===== src/rtl/core/iira_pkg.sv =====
// ----------------------------------------------------------------------------
// iira_pkg
// shared types, codes and default sizes for the indexed insert/remove array
// ----------------------------------------------------------------------------
package iira_pkg;

    // default sizes handed to the top level parameters
    localparam int DEPTH_DEF  = 64;
    localparam int DATA_W_DEF = 32;

    // fixed transaction field widths
    localparam int FUNC_W   = 3;
    localparam int INDEX_W  = 6;
    localparam int VALUE_W  = 32;
    localparam int LENGTH_W = 7;
    localparam int STATUS_W = 2;

    // operation selector carried by a command transaction
    typedef enum logic [FUNC_W-1:0] {
        FUNC_READ         = 3'd0,
        FUNC_WRITE        = 3'd1,
        FUNC_INSERT       = 3'd2,
        FUNC_REMOVE       = 3'd3,
        FUNC_RESIZE_KEEP  = 3'd4,
        FUNC_RESIZE_CLEAR = 3'd5
    } func_t;

    // result status
    typedef enum logic [STATUS_W-1:0] {
        STATUS_OK    = 2'd0,
        STATUS_RANGE = 2'd1,
        STATUS_FULL  = 2'd2
    } status_t;

    // per-cycle action broadcast to every cell
    typedef enum logic [2:0] {
        CELL_HOLD   = 3'd0,
        CELL_WRITE  = 3'd1,
        CELL_INSERT = 3'd2,
        CELL_REMOVE = 3'd3,
        CELL_TRUNC  = 3'd4,
        CELL_CLEAR  = 3'd5
    } cell_op_t;

    // control/status bundle from the controller to the top level
    typedef struct packed {
        cell_op_t op;
        logic     rd_en;
        status_t  status;
    } iira_ctl_t;

endpackage


===== src/rtl/core/iira_ctrl.sv =====
// ----------------------------------------------------------------------------
// iira_ctrl
// length register and operation check; turns a command into a cell action
// ----------------------------------------------------------------------------
module iira_ctrl
    import iira_pkg::*;
#(
    parameter int DEPTH = DEPTH_DEF,
    parameter int LEN_W = 7,
    parameter int POS_W = 7
) (
    input  logic             clk,
    input  logic             rst_n,
    input  logic             accept,
    input  logic [FUNC_W-1:0] func,
    input  logic [POS_W-1:0] index,
    input  logic [POS_W-1:0] new_length,
    output iira_ctl_t        ctl,
    output logic [POS_W-1:0] bound,
    output logic [LEN_W-1:0] length_next
);

    localparam logic [POS_W-1:0] DEPTH_V = POS_W'(DEPTH);
    localparam logic [POS_W-1:0] ONE_V   = POS_W'(1);

    logic [LEN_W-1:0] length_reg;
    logic [POS_W-1:0] len_x;
    logic             in_range;
    logic             update;

    assign len_x    = POS_W'(length_reg);
    assign in_range = (index < len_x);

    always_comb
    begin
        ctl.op      = CELL_HOLD;
        ctl.rd_en   = 1'b0;
        ctl.status  = STATUS_OK;
        bound       = len_x;
        length_next = length_reg;
        update      = 1'b0;
        case (func_t'(func))
            FUNC_READ:
            begin
                if (in_range)
                begin
                    ctl.rd_en = 1'b1;
                end
                else
                begin
                    ctl.status = STATUS_RANGE;
                end
            end
            FUNC_WRITE:
            begin
                if (in_range)
                begin
                    ctl.op = CELL_WRITE;
                end
                else
                begin
                    ctl.status = STATUS_RANGE;
                end
            end
            FUNC_INSERT:
            begin
                if (index > len_x)
                begin
                    ctl.status = STATUS_RANGE;
                end
                else if (len_x >= DEPTH_V)
                begin
                    ctl.status = STATUS_FULL;
                end
                else
                begin
                    ctl.op      = CELL_INSERT;
                    length_next = LEN_W'(len_x + ONE_V);
                    update      = 1'b1;
                end
            end
            FUNC_REMOVE:
            begin
                if (in_range)
                begin
                    ctl.op      = CELL_REMOVE;
                    bound       = len_x - ONE_V;
                    length_next = LEN_W'(len_x - ONE_V);
                    update      = 1'b1;
                end
                else
                begin
                    ctl.status = STATUS_RANGE;
                end
            end
            FUNC_RESIZE_KEEP, FUNC_RESIZE_CLEAR:
            begin
                if (new_length > DEPTH_V)
                begin
                    ctl.status = STATUS_RANGE;
                end
                else
                begin
                    ctl.op      = (func_t'(func) == FUNC_RESIZE_KEEP) ? CELL_TRUNC
                                                                      : CELL_CLEAR;
                    bound       = new_length;
                    length_next = LEN_W'(new_length);
                    update      = 1'b1;
                end
            end
            default:
            begin
                ctl.status = STATUS_RANGE;
            end
        endcase
        // no transaction: cells keep their words
        if (!accept)
        begin
            ctl.op = CELL_HOLD;
            update = 1'b0;
        end
    end

    always_ff @(posedge clk or negedge rst_n)
    begin
        if (!rst_n)
        begin
            length_reg <= '0;
        end
        else if (update)
        begin
            length_reg <= length_next;
        end
    end

endmodule

===== config.mk =====
export PLATFORM = sky130hd
export DESIGN_NAME = iira_ctrl
export DESIGN_NICKNAME = d
export VERILOG_FILES = /design/src/rtl/core/iira_pkg.sv /design/src/rtl/core/iira_ctrl.sv
export SDC_FILE = /design/constraint.sdc
export NUM_CORES = 1
export LEC_CHECK = 0
export BUFFER_PORTS_ARGS = -buffer_cell sky130_fd_sc_hd__buf_2
export CAP_MARGIN = 30
export CORE_ASPECT_RATIO = 0.6
export CORE_MARGIN = 1.5
export CORE_UTILIZATION = 55
export CTS_BUF_LIST = sky130_fd_sc_hd__clkbuf_4 sky130_fd_sc_hd__clkbuf_8
export CTS_CLUSTER_DIAMETER = 120
export DETAILED_ROUTE_END_ITERATION = 7
export PLACE_DENSITY = 0.83
export SYNTH_ARGS = -nofsm -noshare
export SYNTH_HDL_FRONTEND = slang
export SYNTH_SLANG_ARGS = --single-unit

===== constraint.sdc =====
create_clock -name clk -period 4 [get_ports clk]
set_input_delay 0.8 -clock clk [delete_from_list [all_inputs] [get_ports clk]]
set_output_delay 0.8 -clock clk [all_outputs]
set_load 0.01 [all_outputs]

==> results.py, run 1 <==
metrics = {
    "setup_path": {
        "worstPathRequired_ns": 3.20,
        "cp.arrival_ns": 2.91,
        "r2r_start": "len_x[5]$_DFFE_PN0P_",
        "r2r-end": "len_x[2]$_DFFE_PN0P_",
        "r2r_slack_ns": 0.95,
        "crit_top_cell": "a21o_1",
        "ff2ff_path_depth": 7,
        "worst-path-buf-inv": 2,
        "max_stage_delay_ns": 0.68,
        "cp_top_family": "compound AO/OA/AOI/OAI gates",
        "cp-end-kind": "primary output",
        "crit_type": "reg -> out",
        "slowest_stage": "a21oi_1",
        "crit_fanout": 11,
        "path_cells": "inv_1 > ha_1 > nand4_1 > a21oi_1 > nor4_1 > a311o_1 > a21o_1 > a21o_1 > buf_2",
        "startpoint": "len_x[5]$_DFFE_PN0P_",
        "worst_setup_path_start_kind": "flip-flop",
        "crit_cells": 9,
        "endpoint": "length_next[1]",
    },
    "pwr": {
        "vdd_drop_max_mv": 0.3516,
        "p_leak_uw": 0.0007943,
        "p_per_area_nw_per_um2": 520.3,
    },
    "routing": {
        "drt.antenna.violating_nets": 0,
        "vias": 1764,
        "route.detailed.drc": 0,
        "wirelength_um": 4536,
        "wl_per_cell_um": 17.12,
        "first_pass_iters": 5,
        "viasPerCell": 6.657,
        "drt_iter0_markers": 259,
    },
    "clock_network": {
        "clk-insertion-delay-late_ns": 0.23,
        "hold_buffers": 0,
        "clk_pin_slew_ns": 0.05,
        "cts_tree": "built",
        "cts-resized-gates": 0,
        "h-tree-depth": 1,
        "clock_path_buffers": 2,
        "postCtsSetupRepairBufs": 0,
        "cts_made_buffers": 3,
        "cts_sinks": 7,
        "root_buffer": "clkbuf_8",
    },
    "min_path": {
        "hold_class": "in -> async",
    },
    "floorplanning": {
        "coreArea_um2": 2505,
        "dieArea_um2": 2961,
        "io_pins": 40,
        "fp.dieW_um": 69.26,
        "dieHeight_um": 42.76,
        "std_cell_rows": 14,
        "initial_utilization_pct": 57.84,
    },
    "sta": {
        "post-route-period-util_pct": 92.63,
        "period_needed_ns": 3.705,
        "hold_viol": 0,
        "clock_skew_ns": 0.007676,
        "worst-slew-pin-transition_ns": 0.8478,
        "setup-tns-final_ns": 0,
        "rsz0062_at_grt": "false",
        "relSlewSlack_pct": 43.48,
        "drv_slew": 0,
        "max_freq_ghz": 0.2699,
        "setup_viol": 0,
    },
    "final_layout": {
        "fill_cells": 224,
        "final_area_um2": 1692,
        "finalNetCount": 263,
        "largest_reg_flops": 7,
        "area_growth_pct": 16.75,
        "fin_util_pct": 67.53,
        "num_antenna_cells": 0,
        "drive_above_1_share_pct": 28.76,
    },
    "logic_synthesis": {
        "synth_warnings": 0,
        "syn_area_um2": 1449,
        "synthFlopType": "dfrtp_1",
        "synth-edff-count": 0,
        "avgSynthCellArea_um2": 7.355,
        "synth.distinct_cells": 58,
        "ys_ff_latch": 7,
        "yosysSeqAreaShare_pct": 12.09,
        "async_flop_share_pct": 100.0,
        "synthesis.nets": 226,
        "syn-instance-count": 197,
    },
    "grt": {
        "overflow": 0,
        "grt_pass1_vias": 1482,
        "grt_pass1_wl_um": 7224,
        "grt_max_degree": 14,
        "track_usage_pct": 30.56,
        "antenna_found_initial": 0,
    },
    "placed_design": {
        "place_congestion": 0.9452,
        "io_buffers": 39,
        "hpwl_um": 3627,
        "placed_cell_area_um2": 1643,
    },
    "outcome": {
        "outcome": "finished, final reports clean",
    },
    "job": {
        "max_cap_violations": 0,
    },
}
## synth_stat cells (2+ instances only)
library cell	instances	area, um^2
nand2b_1	2	12.51
a311o_1	2	20.02
nor3b_1	2	15.01
a31oi_1	7	43.79
buf_6	3	33.78
and3_1	4	25.02
or3_1	2	12.51
o21a_1	2	15.01
dfrtp_1	7	175.2
buf_4	4	30.03
mux2_2	2	22.52
ha_1	9	112.6
and3_2	2	15.01
a21oi_1	12	60.06
buf_2	3	15.01
nor2b_1	4	25.02
o21ai_1	3	15.01
nor2_1	14	52.55
nand3_1	8	40.04
or4_1	5	37.54
nand3b_1	2	15.01
nor4_1	3	18.77
clkbuf_1	4	15.01
o2bb2ai_1	3	26.28
o31ai_1	4	30.03
o31a_1	2	17.52
a21o_1	5	37.54
o21ai_0	5	25.02
o211ai_1	4	30.03
mux2_4	2	30.03
nand2_1	15	56.30
inv_1	11	41.29
nand4_1	4	25.02
o311ai_0	3	26.28
nor3_1	10	50.05
## routing by layer
layer | wire, um | vias to the layer above | part of all wire (%) | GRT usage [%]
li1 | - | 845 | - | -
met1 | 2144 | 791 | 47 | 46.69
met2 | 1808 | 115 | 40 | 42.88
met3 | 517 | 13 | 11 | 6.888
met4 | 66 | 0 | 1.5 | 7.059
met5 | 0 | - | 0 | 0
## cell usage in the layout (no fill, tap or decap), drive strengths merged, types with 5 or more instances in the layout
| cell | n |
|---|---|
| buf | 46 |
| nand2 | 15 |
| nor2 | 14 |
| a21oi | 13 |
| inv | 11 |
| nor3 | 10 |
| ha | 9 |
| o21ai | 9 |
| nand3 | 8 |
| a31oi | 7 |
| dfrtp | 7 |
| a21o | 6 |
| or4 | 6 |
| and3 | 6 |
| o31ai | 5 |
| mux2 | 5 |
## power by group
group / internal (uW) / switching, uW / leakage (uW) / total [uW]
logic: 252 / 373 / 0.000677 / 625
clock network: 76.0 / 34.2 / 0.0000262 / 110
registers: 99.5 / 45.2 / 0.0000912 / 145
total: 428 / 453 / 0.000794 / 880
## worst reg2reg max path: cells and delay by family (launching register included)
kind / cells / cell delay, ns
AND/OR/NAND/NOR: 1 / 0.14
flip-flops: 1 / 0.47
AO/OA/AOI/OAI: 4 / 1.79
buffers and inverters: 1 / 0.17
adder cells (fa/ha/maj): 1 / 0.33
## worst min path at each step
stage	slack, ns	end	cells past startpoint	from
final	0.39	len_x[0]$_DFFE_PN0P_	1	rst_n
after CTS	0.40	len_x[0]$_DFFE_PN0P_	1	rst_n
after floorplan	0.50	len_x[0]$_DFFE_PN0P_	0	rst_n
after detailed placement	0.64	len_x[0]$_DFFE_PN0P_	1	rst_n
after global routing	0.41	len_x[4]$_DFFE_PN0P_	1	rst_n
after global placement	0.64	len_x[0]$_DFFE_PN0P_	1	rst_n
## logic make-up (layout without fill, tap and decap cells)
family / after synthesis / count (layout) / synth area share (%)
and+or+nand+nor: 82 / 82 / 30.74
muxes: 5 / 5 / 4.404
buffers and inverters: 25 / 61 / 9.326
DFF: 7 / 7 / 12.09
xor gates and xnor gates: 1 / 1 / 0.6046
AOI/OAI and AO/OA: 68 / 68 / 35.06
adders and majority gates: 9 / 9 / 7.772
## final cells by class
| cell class | instances | area, um^2 | area share (%) |
|---|---|---|---|
| well taps | 32 | 40.04 | 2.367 |
| clock buffers | 4 | 48.80 | 2.885 |
| flip-flops and latches | 7 | 175.2 | 10.36 |
| repair buffers | 46 | 247.7 | 14.65 |
| multi-input cells | 165 | 1139 | 67.31 |
| inverters | 11 | 41.29 | 2.441 |
## per-stage QoR
| step | cells | power, uW | worst slack (ns) | hold WS (ns) |
|---|---|---|---|---|
| floorplan | 197 | 576.2 | 0.8063 | 0.5044 |
| global placement | 261 | 747.6 | 0.4238 | 0.6394 |
| detailed placement | 261 | 756.4 | 0.3663 | 0.6414 |
| CTS | 265 | 867.4 | 0.3650 | 0.4027 |
| global route | 265 | 944.4 | 0.1379 | 0.4079 |
| finish | 265 | 880.1 | 0.2949 | 0.3945 |
Note: power is estimated with default switching activity, not from simulation.
==> run 2: changes to the inputs <==
--- a/config.mk
+++ b/config.mk
@@ -11,7 +11,7 @@
 export CORE_MARGIN = 1.5
-export CORE_UTILIZATION = 55
-export CTS_BUF_LIST = sky130_fd_sc_hd__clkbuf_4 sky130_fd_sc_hd__clkbuf_8
+export CORE_UTILIZATION = 53
 export CTS_CLUSTER_DIAMETER = 120
 export DETAILED_ROUTE_END_ITERATION = 7
-export PLACE_DENSITY = 0.83
+export PLACE_DENSITY = 0.81
+export SKIP_LAST_GASP = 1
 export SYNTH_ARGS = -nofsm -noshare
--- a/constraint.sdc
+++ b/constraint.sdc
@@ -3,2 +3,2 @@
 set_output_delay 0.8 -clock clk [all_outputs]
-set_load 0.01 [all_outputs]
+set_load 0.02 [all_outputs]
==> run 2 against run 1 <==
Sequential power increased by 6%. Clock skew decreased by 0.0071 ns. Die area increased by 3.6%. Total power increased by 3.5%.
==> results.py, run 2 (same netlist as run 1, synthesis figures left out) <==
metrics = {
    "routing": {
        "drt.antenna.violating_nets": 0,
        "drt_iter0_markers": 181,
        "first_pass_iters": 5,
        "wirelength_um": 4453,
        "vias": 1765,
        "viasPerCell": 6.660,
        "wl_per_cell_um": 16.80,
        "route.detailed.drc": 0,
    },
    "floorplanning": {
        "std_cell_rows": 14,
        "fp.dieW_um": 70.50,
        "io_pins": 40,
        "initial_utilization_pct": 56.65,
        "coreArea_um2": 2557,
        "dieArea_um2": 3067,
        "dieHeight_um": 43.50,
    },
    "grt": {
        "grt_pass1_vias": 1373,
        "grt_max_degree": 14,
        "track_usage_pct": 29.13,
        "antenna_found_initial": 0,
        "grt_pass1_wl_um": 6989,
        "overflow": 0,
    },
    "pwr": {
        "power.internal_uw": 415.5,
        "switching_share_pct": 54.40,
        "switching_power_uw": 495.7,
        "pwr-share-comb_pct": 72.0,
        "vdd_drop_max_mv": 0.3456,
        "p_per_area_nw_per_um2": 538.6,
        "pwr-share-seq_pct": 16.9,
        "pwr-share-clk_pct": 11.1,
        "p_leak_uw": 0.0007910,
    },
    "final_layout": {
        "fin_util_pct": 66.14,
        "final_area_um2": 1692,
        "finalNetCount": 263,
        "drive_above_1_share_pct": 28.76,
        "num_antenna_cells": 0,
        "area_growth_pct": 16.75,
        "largest_reg_flops": 7,
        "fill_cells": 241,
        "finalNonFillerCells": 265,
        "layout_common_cells": "39 x buf_2, 15 x nand2_1, 14 x nor2_1",
        "final_common_cell": "buf_2",
    },
    "clock_network": {
        "clock_path_buffers": 2,
        "hold_buffers": 0,
        "root_buffer": "clkbuf_8",
        "cts_sinks": 7,
        "clk-insertion-delay-late_ns": 0.23,
        "clk_pin_slew_ns": 0.04,
        "h-tree-depth": 1,
        "cts-resized-gates": 0,
        "postCtsSetupRepairBufs": 0,
        "cts_made_buffers": 3,
        "cts_tree": "built",
    },
    "sta": {
        "setup-tns-final_ns": 0,
        "relSlewSlack_pct": 53.66,
        "rsz0062_at_grt": "false",
        "drv_slew": 0,
        "setup_viol": 0,
        "hold_viol": 0,
        "period_needed_ns": 3.810,
        "max_freq_ghz": 0.2625,
        "worst-slew-pin-transition_ns": 0.6950,
        "post-route-period-util_pct": 95.25,
        "clock_skew_ns": 0.0006028,
    },
    "outcome": {
        "outcome": "finished, final reports clean",
    },
    "setup_path": {
        "ff2ff_path_depth": 8,
        "r2r-end": "len_x[2]$_DFFE_PN0P_",
        "cp.arrival_ns": 3.01,
        "worst_setup_path_start_kind": "flip-flop",
        "crit_type": "reg -> out",
        "r2r_start": "len_x[2]$_DFFE_PN0P_",
        "worstPathRequired_ns": 3.20,
        "r2r_slack_ns": 1.07,
        "cp-end-kind": "primary output",
        "crit_fanout": 11,
    },
    "placed_design": {
        "hpwl_um": 3533,
        "placed_cell_area_um2": 1643,
        "placed_cells": 261,
        "place_congestion": 0.9662,
        "io_buffers": 39,
    },
    "job": {
        "max_cap_violations": 0,
    },
    "min_path": {
        "hold_class": "in -> async",
    },
}
-- run 2: cell count changes in the layout (fill, tap and decap cells not counted) --
cell	previous run	this run
a21oi_2	1	2
a21oi_1	12	11
clkbuf_1	0	1
clkbuf_4	1	0
-- run 2: worst max path at each step --
stage / start / end / depth (start not counted)
detailed placement: index[6] / length_next[1] / 9
floorplan: index[2] / length_next[6] / 7
CTS: len_x[2]$_DFFE_PN0P_ / length_next[1] / 9
global route: len_x[2]$_DFFE_PN0P_ / length_next[3] / 9
finish: len_x[2]$_DFFE_PN0P_ / length_next[5] / 9
global placement: index[6] / length_next[3] / 9
-- run 2: layout make-up --
cell class	instances	area (um^2)	area share, %
multi-input combinational	165	1142	67.53
timing repair buffer	46	247.7	14.65
sequential	7	175.2	10.36
clock buffer	4	45.04	2.663
inverter	11	41.29	2.441
tap	32	40.04	2.367
-- run 2: worst max-delay path, cell delays in order, from the launching register on --
cell,delay [ns]
dfrtp_1,0.54
inv_1,0.23
ha_1,0.37
nand3b_1,0.13
a21o_2,0.27
a21oi_2,0.40
nor4_1,0.15
or4_1,0.41
o211a_1,0.13
buf_2,0.15
-- run 2: through the flow --
step	power, uW	worst slack (ns)	hold WS [ns]
detailed placement	790.3	0.3640	0.6362
CTS	892.4	0.2546	0.4090
global route	978.4	0.03659	0.4040
global placement	785.8	0.4042	0.6352
floorplan	623.5	0.7085	0.5044
finish	911.2	0.1900	0.4097
-- run 2: power groups by stage --
stage / logic (uW) / clock network [uW] / registers, uW
2_1_floorplan: 507 / 0 / 116
3_3_place_gp: 631 / 0 / 155
3_5_place_dp: 638 / 0 / 152
4_1_cts: 639 / 102 / 151
5_1_grt: 708 / 110 / 160
6_report: 656 / 101 / 154
-- run 2: routing by layer --
metal	wire length, um	part of all wire [%]	global-route usage, %
met5	0	0	0
met1	2057	46	46.33
met4	21	0.47	5.385
met3	611	14	6.279
met2	1762	40	39.81
