--- src/rtl/core/iira_pkg.sv ---
// ----------------------------------------------------------------------------
// iira_pkg
// shared types, codes and default sizes for the indexed insert/remove array
// ----------------------------------------------------------------------------
package iira_pkg;

    // default sizes handed to the top level parameters
    localparam int DEPTH_DEF  = 64;
    localparam int DATA_W_DEF = 32;

    // fixed transaction field widths
    localparam int FUNC_W   = 3;
    localparam int INDEX_W  = 6;
    localparam int VALUE_W  = 32;
    localparam int LENGTH_W = 7;
    localparam int STATUS_W = 2;

    // operation selector carried by a command transaction
    typedef enum logic [FUNC_W-1:0] {
        FUNC_READ         = 3'd0,
        FUNC_WRITE        = 3'd1,
        FUNC_INSERT       = 3'd2,
        FUNC_REMOVE       = 3'd3,
        FUNC_RESIZE_KEEP  = 3'd4,
        FUNC_RESIZE_CLEAR = 3'd5
    } func_t;

    // result status
    typedef enum logic [STATUS_W-1:0] {
        STATUS_OK    = 2'd0,
        STATUS_RANGE = 2'd1,
        STATUS_FULL  = 2'd2
    } status_t;

    // per-cycle action broadcast to every cell
    typedef enum logic [2:0] {
        CELL_HOLD   = 3'd0,
        CELL_WRITE  = 3'd1,
        CELL_INSERT = 3'd2,
        CELL_REMOVE = 3'd3,
        CELL_TRUNC  = 3'd4,
        CELL_CLEAR  = 3'd5
    } cell_op_t;

    // control/status bundle from the controller to the top level
    typedef struct packed {
        cell_op_t op;
        logic     rd_en;
        status_t  status;
    } iira_ctl_t;

endpackage

--- src/rtl/core/iira_cell.sv ---
// ----------------------------------------------------------------------------
// iira_cell
// one storage slot of the array; picks its own, left or right neighbor word
// ----------------------------------------------------------------------------
module iira_cell
    import iira_pkg::*;
#(
    parameter int POS    = 0,
    parameter int POS_W  = 7,
    parameter int DATA_W = DATA_W_DEF
) (
    input  logic              clk,
    input  logic              rst_n,
    input  cell_op_t          op,
    input  logic [POS_W-1:0]  index,
    input  logic [POS_W-1:0]  bound,
    input  logic [DATA_W-1:0] value,
    input  logic [DATA_W-1:0] left,
    input  logic [DATA_W-1:0] right,
    output logic [DATA_W-1:0] data
);

    localparam logic [POS_W-1:0] POS_V = POS_W'(POS);

    logic [DATA_W-1:0] data_reg;
    logic [DATA_W-1:0] data_next;

    always_comb
    begin
        data_next = data_reg;
        case (op)
            CELL_WRITE:
            begin
                if (POS_V == index)
                begin
                    data_next = value;
                end
            end
            // bound is the current length
            CELL_INSERT:
            begin
                if (POS_V == index)
                begin
                    data_next = value;
                end
                else if (POS_V > index && POS_V <= bound)
                begin
                    data_next = left;
                end
            end
            // bound is the last used position
            CELL_REMOVE:
            begin
                if (POS_V == bound)
                begin
                    data_next = '0;
                end
                else if (POS_V >= index && POS_V < bound)
                begin
                    data_next = right;
                end
            end
            // bound is the new length
            CELL_TRUNC:
            begin
                if (POS_V >= bound)
                begin
                    data_next = '0;
                end
            end
            CELL_CLEAR:
            begin
                data_next = '0;
            end
            default:
            begin
                data_next = data_reg;
            end
        endcase
    end

    always_ff @(posedge clk or negedge rst_n)
    begin
        if (!rst_n)
        begin
            data_reg <= '0;
        end
        else
        begin
            data_reg <= data_next;
        end
    end

    assign data = data_reg;

endmodule

--- config.mk ---
export PLATFORM = sky130hd
export DESIGN_NAME = iira_cell
export DESIGN_NICKNAME = d
export VERILOG_FILES = /design/src/rtl/core/iira_pkg.sv /design/src/rtl/core/iira_cell.sv
export SDC_FILE = /design/constraint.sdc
export NUM_CORES = 1
export LEC_CHECK = 0
export ABC_CLOCK_PERIOD_IN_PS = 800
export BUFFER_PORTS_ARGS = -buffer_cell sky130_fd_sc_hd__buf_2
export CAP_MARGIN = 20
export CELL_PAD_IN_SITES_DETAIL_PLACEMENT = 1
export CELL_PAD_IN_SITES_GLOBAL_PLACEMENT = 1
export CORE_MARGIN = 4
export CORE_UTILIZATION = 25
export DETAILED_ROUTE_END_ITERATION = 8
export PLACE_DENSITY = 0.84
export SYNTH_ARGS = -nofsm -noshare
export SYNTH_HDL_FRONTEND = slang
export SYNTH_SLANG_ARGS = --single-unit
--- constraint.sdc ---
create_clock -name clk -period 0.8 [get_ports clk]
set_input_delay 0.2 -clock clk [delete_from_list [all_inputs] [get_ports clk]]
set_output_delay 0.2 -clock clk [all_outputs]
set_load 0.005 [all_outputs]
==> impl_results.md, run 1 <==
- Chip width: 92.9 µm
- Seq/Total Area, Yosys: 44.4%
- Port bufs: 146
- Synth Flop Type: dfrtp_1
- Total number of vias: 2081
- Crit start category: primary input
- Worst Max-Slew Pin Slew: 444 ps
- Hold Vio Cnt, Final: 0
- RSZ-0062 raised after global routing: true
- GRT Util Overall: 16.1%
- Ranking of synthesized cells by area: dfrtp_1 44%, a222oi_1 18%, mux2i_1 18%
- Simple-Gate Fraction of Synth Area: 3.96%
- Synth Area per Inst: 11.5 µm²
- First-pass GRT wire length: 11.0 mm
- # rows: 30
- Placed Area: 2760 µm²
- Largest family of logic cells by synthesized area: compound AO/OA/AOI/OAI gates
- Pre-CTS setup slack: -959 ps
- Top-count cell post-synth: inv_1
- Hold depth: 3
- Peak VDD IR: 0.727 mV
- H-Tree Depth: 2
- Number of setup violations in the final report: 64
- CP arrival: 1590 ps
- Post-synthesis compound-gate area fraction: 21.9%
- Layout area overhead: 73.3%
- Nets: 450
- Crit path max fanout: 18
- Final HPWL DP: 5.38 mm
- Hold slack final: 223 ps
- Fin cells: 432
- Sum Neg Setup Slack: -25390 ps
- Largest net degree at the start of global routing: 33
- Post-Synth XOR/XNOR Area: 0.486%
- CTS tree: built
- Worst skew pair latency: 270 ps
- Leak Pwr: 1.65 nW
- DR pass1 iterations: 6
- Worst Hold Class: in2reg
- Gpl congestion: 0.706
- DRT iter0 DRCs: 167
- Ys Warns: 0
- Die area: 8640 µm²
- Commonest cells post-synth: 33 x inv_1, 32 x a222oi_1, 32 x dfrtp_1, 32 x mux2i_1, 9 x buf_2
- Clock sinks: 32
- Post-layout min period: 1450 ps
- DR vias/cell: 4.82
- Core area: 6910 µm²
- Netlist cell types: 20
- Yosys top cell area share: 44.4%
- Failing checks: setup timing
- Initial cell density of the core: 26.1%
- Max Clock Skew: 0 ps
- Async SR Flop Fraction: 100%
- Num CTS Buffers: 5
- Fin crit share: 181%
- Worst Setup End Kind: flip-flop
- GRT overflow: 0
- Class of the most critical setup path: in2reg
- Slew margin rel.: 70.4%
- Clock slew at reported path FFs: 70 ps
- Mapped Area: 1800 µm²
- Synth Net Count: 272
- Residual DRC: 0
- Cells after DPL: 399
- DR WL/cell: 16.8 µm
- ANT nets after route: 0
- CTS Buffer Depth: 2
- Synth Area in Adders: 0%
- Number of flip-flops in the largest register: 32
- Vias in the first global route: 2292
- Root Driver: clkbuf_8
- Share of cells above drive strength 1: 59.2%
- Syn Inst Count: 157
- Slew Limit Fails: 0
- Fin util: 45.2%
- Post-synth EDFFs: 0
- Power Total: 5.57 mW
- I/O pin count: 147
- PnR worst setup slack: -646 ps
- Synth area leader: dfrtp_1
- Max_cap viols: 0
- Diodes inserted: 0
- Die height: 92.9 µm
- Pwr dens: 1780 nW/µm²
- FF+latch count, synth: 32
- Outcome: complete, but fails checks
- Final wirelength: 7.28 mm
- CP required: 940 ps
- Fmax achieved: 0.692 GHz
- Initial antenna violation count: 0
- Mux cell area share after synthesis: 17.8%
- Finished Cell Area: 3120 µm²
- Worst R2R Path Depth: 4
==> power breakdown <==
group | leakage [nW] | internal (mW) | total (mW) | switching [mW]
Sequential | 0.397 | 1.99 | 2.18 | 0.192
Clock | 0.0455 | 0.702 | 1.28 | 0.575
Combinational | 1.21 | 1.21 | 2.11 | 0.899
Total | 1.65 | 3.90 | 5.57 | 1.67
==> cells in the final DEF, fill, tap and decap left out, drive strengths merged <==
cell | synthesis | final
a2111oi | 1 | 1
a21oi | 2 | 2
xnor2 | 1 | 1
dlygate4sd3 | 0 | 1
inv | 34 | 34
or3b | 1 | 1
dfrtp | 32 | 32
a221oi | 1 | 1
clkbuf | 0 | 9
mux2i | 32 | 32
nor4 | 2 | 2
a222oi | 32 | 32
nor2b | 1 | 1
a41o | 1 | 1
nor3 | 2 | 2
a22oi | 1 | 1
nand4 | 2 | 2
buf | 12 | 181
==> worst paths after layout <==
path | start | endpoint | slack (ps)
min reg2reg | data[3] | data[3] | 510
max | bound[3] | data[25] | -650
min in group asynchronous | rst_n | data[12] | 420
max in group asynchronous | rst_n | data[23] | 200
min | value[9] | data[9] | 220
max reg2reg | data[11] | data[11] | -60
==> metal layers <==
metal,vias up,GRT usage [%],wire (µm)
met3,6,4.71,597
met1,1005,16.7,2660
li1,969,-,-
met4,0,3.42,56
met2,101,31.6,3960
met5,-,0,0
==> timing repair <==
item                       CTS  global route
pin swaps                    1             3
resized for setup            5             3
setup buffers               12             9
gates cloned                 2             1
hold endpoints to repair    32             0
setup endpoints to repair   64            64
hold buffers                 1             0
==> cells by family (layout without fill, tap and decap cells) <==
kind of cell | Yosys count | count (layout)
multiplexers | 32 | 32
XOR/XNOR | 1 | 1
AO/OA/AOI/OAI | 38 | 38
AND/OR/NAND/NOR | 8 | 8
buffers and inverters | 46 | 225
flip-flops | 32 | 32
==> critical path: stages <==
cell and delay [ps]:
buf_6 90, nor4_4 380, a2111oi_4 170, buf_12 190
a222oi_1 410, mux2i_2 130
==> final cells by class <==
cell class | count | area (µm²)
Tap cell | 96 | 120
Multi-Input combinational cell | 79 | 835
Clock buffer | 8 | 90.1
Timing Repair Buffer | 183 | 1150
Inverter | 34 | 128
Fill cell | 836 | 3780
Sequential cell | 32 | 801
Note: power is estimated with default switching activity, not from simulation.
==> run 2: changes to the inputs <==
Settings changed: ABC_AREA set to 1, CORE_UTILIZATION 25 to 26, PLACE_DENSITY 0.84 to 0.85.
==> run 2 against run 1 <==
Power rose by 14%; via count grew 79%; the flow still finishes with violations (setup timing); sequential cell count unchanged; synthesized area increased by 46%; setup slack better by 310 ps; sequential power hardly changed; first-iteration DRC count is 18% lower; critical path type unchanged; critical endpoint is now data[7]; synthesized cell count increased to 2.9 times the previous value; critical path depth up 4; clock skew is the same.
==> impl_results.md, run 2 <==
- Core area: 9820 µm² (+42%)
- Sw frac: 35.6% (+5.7 points)
- Pre-CTS setup slack: -650 ps (+309 ps)
- Flop pwr share: 34.0% (-5.2 points)
- Number of setup violations in the final report: 64 (unchanged)
- Chip width: 108 µm (+17%)
- I/O pin count: 147 (unchanged)
- Worst skew pair latency: 280 ps (about the same)
- Pwr dens: 1360 nW/µm² (-23%)
- Ys Warns: 0 (unchanged)
- RSZ-0062 raised after global routing: true
- Final wirelength: 12.5 mm (+72%)
- FF-to-FF End: data[27]
- Minimum setup slack among reg-to-reg paths: -70 ps (about the same)
- Post-synth EDFFs: 0 (unchanged)
- ANT nets after route: 0 (unchanged)
- Mapped Area: 2620 µm² (+46%)
- Post-layout min period: 1130 ps (-312 ps)
- Most frequent cells in the layout: 138 x buf_2, 119 x nand2_1, 89 x nand3_1
- Commonest cells post-synth: 172 x nand2_1, 98 x nand3_1, 70 x inv_1, 32 x dfrtp_1, 32 x o21ai_0
- Root Driver: clkbuf_8
- GRT Util Overall: 19.7% (+3.5 points)
- Ranking of synthesized cells by area: dfrtp_1 31%, nand2_1 25%, nand3_1 19%
- Initial cell density of the core: 26.7% (+0.62 points)
- Slew Limit Fails: 0 (unchanged)
- Slowest stage delay, CP: 180 ps (-230 ps)
- Synth Area per Inst: 5.79 µm² (-50%)
- Die area: 11800 µm² (+36%)
- PnR worst setup slack: -334 ps (+312 ps)
- Clock sinks: 32 (unchanged)
- Worst Setup End Kind: flip-flop
- Number of flip-flops in the largest register: 32 (unchanged)
- Worst path cell trace: buf_4 -> inv_4 -> nand3_4 -> o211ai_1 -> nand2_2 -> a21oi_4 -> buf_6 -> clkbuf_16 -> nand2_2 -> nand2_1
- Die height: 108 µm (+17%)
- Worst Hold Launch: right[8]
- Design internal power: 4.07 mW (+4.4%)
- Max Clock Skew: 0 ps (unchanged)
- Top-count cell post-synth: nand2_1
- FF+latch count, synth: 32 (unchanged)
- Clock slew at reported path FFs: 80 ps (about the same)
- Worst R2R Path Depth: 4 (unchanged)
- CTS Buffer Depth: 2 (unchanged)
- Area of the multi-input gates: 1760 µm² (+110%)
- H-Tree Depth: 2 (unchanged)
- Synth Net Count: 568 (+110%)
- Crit start category: primary input
- Vias in the first global route: 3871 (+69%)
- Final HPWL DP: 8.63 mm (+60%)
- DR pass1 iterations: 4 (-2)
- Leak Pwr: 2.70 nW (+63%)
- DR vias/cell: 4.85 (+0.70%)
- Max_cap viols: 0 (unchanged)
- Async SR Flop Fraction: 100% (unchanged)
- Yosys top cell area share: 30.5% (-14 points)
- Port bufs: 146 (unchanged)
- Total number of vias: 3735 (+79%)
- Synth Flop Type: dfrtp_1
- NetSw: 2.25 mW (+35%)
- Largest net degree at the start of global routing: 33 (unchanged)
- CP required: 1020 ps (+80 ps)
- Combinational fraction of design power: 44.6% (+6.8 points)
- Hold Vio Cnt, Final: 0 (unchanged)
- Synth area leader: dfrtp_1
- Share of cells above drive strength 1: 46.3% (-13 points)
- Worst Max-Slew Pin Slew: 230 ps (-214 ps)
- Clock power share: 21.4% (-1.5 points)
- Worst reg2reg startpoint: data[27]
- Cells after DPL: 727 (+82%)
- Slowest cell on crit path: a21oi_4
- Netlist cell types: 18 (-10%)
- Peak VDD IR: 0.605 mV (-17%)
- Register Area: 801 µm² (unchanged)
- DR WL/cell: 16.3 µm (-3.3%)
- Fin crit share: 142% (-39 points)
- Crit path max fanout: 5 (-13)
- CP arrival: 1360 ps (-230 ps)
- Class of the most critical setup path: in2reg
- Seq/Total Area, Yosys: 30.5% (-14 points)
- Initial antenna violation count: 0 (unchanged)
- Num CTS Buffers: 5 (unchanged)
- GRT overflow: 0 (unchanged)
- Outcome: complete, but fails checks
- First-pass GRT wire length: 18.4 mm (+68%)
- Fin cells: 770 (+78%)
- Slew margin rel.: 84.6% (+14 points)
- Fill cell count: 1337 (+60%)
- CTS tree: built
- Worst Hold Class: in2reg
- Most frequent CP cell: nand2_2
- # rows: 36 (+20%)
- Hold Path Sink: data[8]
- Fmax achieved: 0.882 GHz (+27%)
- Nets: 751 (+67%)
- Residual DRC: 0 (unchanged)
- Gpl congestion: 0.790 (+12%)
- Layout area overhead: 76.6%
- Syn Inst Count: 453 (+190%)
- Hold depth: 5 (+2)
- Failing checks: setup timing
- Commonest non-fill, non-tap cell in the layout: buf_2
- Diodes inserted: 0 (unchanged)
- DRT iter0 DRCs: 137 (-18%)
[run 2: cell families after synthesis]
logic type / Yosys count / synth area share [%]
and+or+nand+nor: 282 / 45.4
buffers and inverters: 102 / 16.5
AOI/OAI and AO/OA: 37 / 7.68
DFF: 32 / 30.5
[run 2: cell type report]
type	instances	share of cell area (%)
Multi-Input combinational cell	319	38.0
Timing Repair Buffer	203	32.7
Sequential cell	32	17.3
Inverter	75	6.34
Tap cell	133	3.59
Clock buffer	6	1.78
Clock inverter	2	0.324
[run 2: what timing repair did]
action | 4_1_cts | 5_1_grt
cloned | 3 | 7
gates resized for setup | 41 | 97
hold buffers | 1 | 0
pin swaps | 10 | 34
endpoints found under the setup margin | 64 | 64
setup buffers | 15 | 9
hold endpoints to repair | 32 | 0
[run 2: stage by stage]
stage / TNS, ps / instance area (µm²) / power (mW) / hold slack, ps / util, %
after global placement: -17390 / 3670 / 3.98 / 180 / 37.4
after CTS: -14710 / 4060 / 5.80 / 240 / 41.4
after detailed placement: -18970 / 3670 / 4.08 / 187 / 37.4
final: -16200 / 4630 / 6.32 / 248 / 47.2
after global routing: -19120 / 4630 / 6.75 / 260 / 47.2
after floorplan: -9190 / 2670 / 2.97 / -95.6 / -
[run 2: worst max-delay path: cells and delay by family]
kind | cells | cell delay, ps
compound gates | 2 | 320
buf+inv | 4 | 550
simple gates | 4 | 290
[run 2: power groups by stage]
stage	combinational, mW	sequential [mW]	clock (mW)
after global placement	1.80	2.18	0
after detailed placement	1.90	2.18	0
after global routing	3.08	2.18	1.48
after CTS	2.26	2.15	1.40
after floorplan	0.813	2.16	0
final	2.82	2.15	1.36
[run 2: how the worst max path moves through the flow]
stage | startpoint | endpoint | slack [ps]
6_report | op[0] | data[7] | -330
4_1_cts | bound[3] | data[11] | -270
2_1_floorplan | bound[3] | data[0] | -290
3_5_place_dp | index[2] | data[4] | -650
5_1_grt | op[0] | data[19] | -390
3_3_place_gp | bound[1] | data[10] | -550
[run 2: layer usage]
metal  track usage, %  routed length, µm
met1             23.2               5130
met2             36.5               6450
met3             3.40                722
met4             4.96                242
met5                0                  0
==> run 3: changes to the inputs <==
Settings changed: TNS_END_PERCENT set to 5.
==> run 3 against run 2 <==
The flow still finishes with violations (setup timing); clock power up 15%; global-route usage about the same; worst hold slack got worse by 3.9 ps; setup slack better by 34 ps; final cell count fell by 3.8%; die area unchanged; utilization fell by 4.1 points; sequential share of layout area is 1.6 points higher; clock skew unchanged; critical path type unchanged; largest power group unchanged.
==> impl_results.md, run 3 (synthesis results as in run 2) <==
- Diodes inserted: 0 (unchanged)
- Commonest non-fill, non-tap cell in the layout: nand2_1
- Minimum setup slack among reg-to-reg paths: 150 ps (+220 ps)
- Crit path max fanout: 8 (+3)
- Slew margin rel.: 86.0% (+1.4 points)
- Worst reg2reg startpoint: data[22]
- Number of setup violations in the final report: 64 (unchanged)
- Hold Vio Cnt, Final: 0 (unchanged)
- Number of flip-flops in the largest register: 32 (unchanged)
- DR vias/cell: 4.84 (-0.29%)
- Fin crit share: 137% (-4.3 points)
- Root Driver: clkbuf_8
- Met1 wire length: 4.80 mm (-6.3%)
- Fmax achieved: 0.909 GHz (+3.1%)
- Worst Hold Launch: right[0]
- Die height: 108 µm (unchanged)
- # rows: 36 (unchanged)
- Sw frac: 33.4% (-2.2 points)
- H-Tree Depth: 2 (unchanged)
- Residual DRC: 0 (unchanged)
- Max_cap viols: 0 (unchanged)
- Core area: 9820 µm² (unchanged)
- Pwr dens: 1400 nW/µm² (+2.7%)
- Clock slew at reported path FFs: 70 ps (about the same)
- Largest net degree at the start of global routing: 33 (unchanged)
- Max Clock Skew: 0 ps (unchanged)
- Final wirelength: 11.5 mm (-8.0%)
- Design internal power: 3.96 mW (-2.8%)
- Hold depth: 5 (unchanged)
- CTS Buffer Depth: 2 (unchanged)
- Slowest cell on crit path: a21oi_4
- Most frequent CP cell: nand2_2
- Die area: 11800 µm² (unchanged)
- Clock sinks: 32 (unchanged)
- CP required: 1020 ps (about the same)
- Hold Path Sink: data[0]
- Pre-CTS setup slack: -625 ps (+24.7 ps)
- Nets: 722 (-3.9%)
- Top layer reached by signal wires: met4
- Worst Hold Class: in2reg
- Layout area overhead: 61.5%
- Outcome: complete, but fails checks
- Initial antenna violation count: 0 (unchanged)
- DR pass1 iterations: 4 (unchanged)
- Most frequent cells in the layout: 150 x nand2_1, 135 x buf_2, 96 x nand3_1
- Flop pwr share: 36.1% (+2.1 points)
- ANT nets after route: 0 (unchanged)
- Share of cells above drive strength 1: 37.2% (-9.1 points)
- DRT iter0 DRCs: 112 (-18%)
- Met2 routed WL: 6.07 mm (-5.9%)
- I/O pin count: 147 (unchanged)
- GRT Util Overall: 19.6% (about the same)
- Crit-path leading delay family: buffers and inverters
- Class of the most critical setup path: in2reg
- PnR worst setup slack: -300 ps (+34.5 ps)
- First-pass GRT wire length: 18.5 mm (+0.45%)
- Worst R2R Path Depth: 2 (-2)
- RSZ-0062 raised after global routing: true
- Failing checks: setup timing
- Post-layout min period: 1100 ps (-34.5 ps)
- Port bufs: 146 (unchanged)
- NetSw: 1.98 mW (-12%)
- GRT overflow: 0 (unchanged)
- Sum Neg Setup Slack: -14580 ps (+1620 ps)
- Worst skew pair latency: 280 ps (about the same)
- Total number of vias: 3584 (-4.0%)
- Met3 WL: 475 µm (-34%)
- Placed Area: 3720 µm² (+1.2%)
- Slew Limit Fails: 0 (unchanged)
- FF-to-FF End: data[22]
- CTS tree: built
- Worst path cell trace: buf_6 -> nor2_2 -> nand2_2 -> inv_4 -> nand2_2 -> a21oi_4 -> buf_12 -> buf_12 -> nand2_2 -> nand2_1
- DR WL/cell: 15.6 µm (-4.4%)
- Worst Setup End Kind: flip-flop
- Slowest stage delay, CP: 220 ps (+40 ps)
- Chip width: 108 µm (unchanged)
- Leak Pwr: 2.41 nW (-11%)
- Clock power share: 26.2% (+4.8 points)
- Vias in the first global route: 3949 (+2.0%)
- Initial cell density of the core: 26.7% (unchanged)
- CP arrival: 1320 ps (-40 ps)
- Peak VDD IR: 0.528 mV (-13%)
- Num CTS Buffers: 5 (unchanged)
- Buf+Inv Stages, Crit Path: 4 (unchanged)
- Worst Max-Slew Pin Slew: 209 ps (-21.0 ps)
- Gpl congestion: 0.792 (+0.25%)
- Crit start category: primary input
- Final HPWL DP: 8.50 mm (-1.5%)
- Combinational fraction of design power: 37.8% (-6.8 points)
- Finished Cell Area: 4240 µm² (-8.6%)
-- run 3: layout make-up --
class	count	area, µm²
Clock buffer	6	72.6
Fill cell	1342	5580
Sequential cell	32	801
Multi-Input combinational cell	319	1580
Timing Repair Buffer	174	1290
Clock inverter	2	35.0
Tap cell	133	166
Inverter	75	292
-- run 3: worst max-delay path by stage --
stage	slack, ps	cells after the start	endpoint	from
3_3_place_gp	-540	10	data[1]	bound[3]
6_report	-300	10	data[14]	index[6]
3_5_place_dp	-630	10	data[15]	bound[3]
5_1_grt	-350	10	data[22]	index[6]
4_1_cts	-270	10	data[15]	bound[2]
2_1_floorplan	-290	9	data[0]	bound[3]
-- run 3: worst min-delay path: stages --
cell	delay [ps]
buf_2	80
nand2_1	50
nand3_1	70
nand2_1	50
nand2_1	50
-- run 3: metal layers --
metal  vias up  GRT usage, %
met5         -             0
met4         0          5.32
met3        20          2.69
met2       108          36.9
met1      1746          23.1
li1       1710             -
-- run 3: stage by stage --
step	power [mW]	cells	utilization [%]	hold slack (ps)
after CTS	5.91	739	41.8	237
after global placement	3.98	724	37.9	181
final	5.94	741	43.1	244
after floorplan	2.97	453	-	-95.6
after global routing	6.36	741	43.1	250
after detailed placement	4.07	724	37.9	186
-- run 3: timing repair --
action	CTS	global route
endpoints found under the hold margin	32	0
setup endpoints to repair	64	64
hold buffers	1	0
cloned	3	2
pin swaps	27	17
resized for setup	42	32
setup buffers	3	1
-- run 3: power groups by stage --
stage	clock network, mW	logic [mW]	registers [mW]
after CTS	1.60	2.17	2.14
after floorplan	0	0.814	2.16
final	1.56	2.24	2.14
after global placement	0	1.81	2.17
after global routing	1.69	2.49	2.18
after detailed placement	0	1.90	2.17
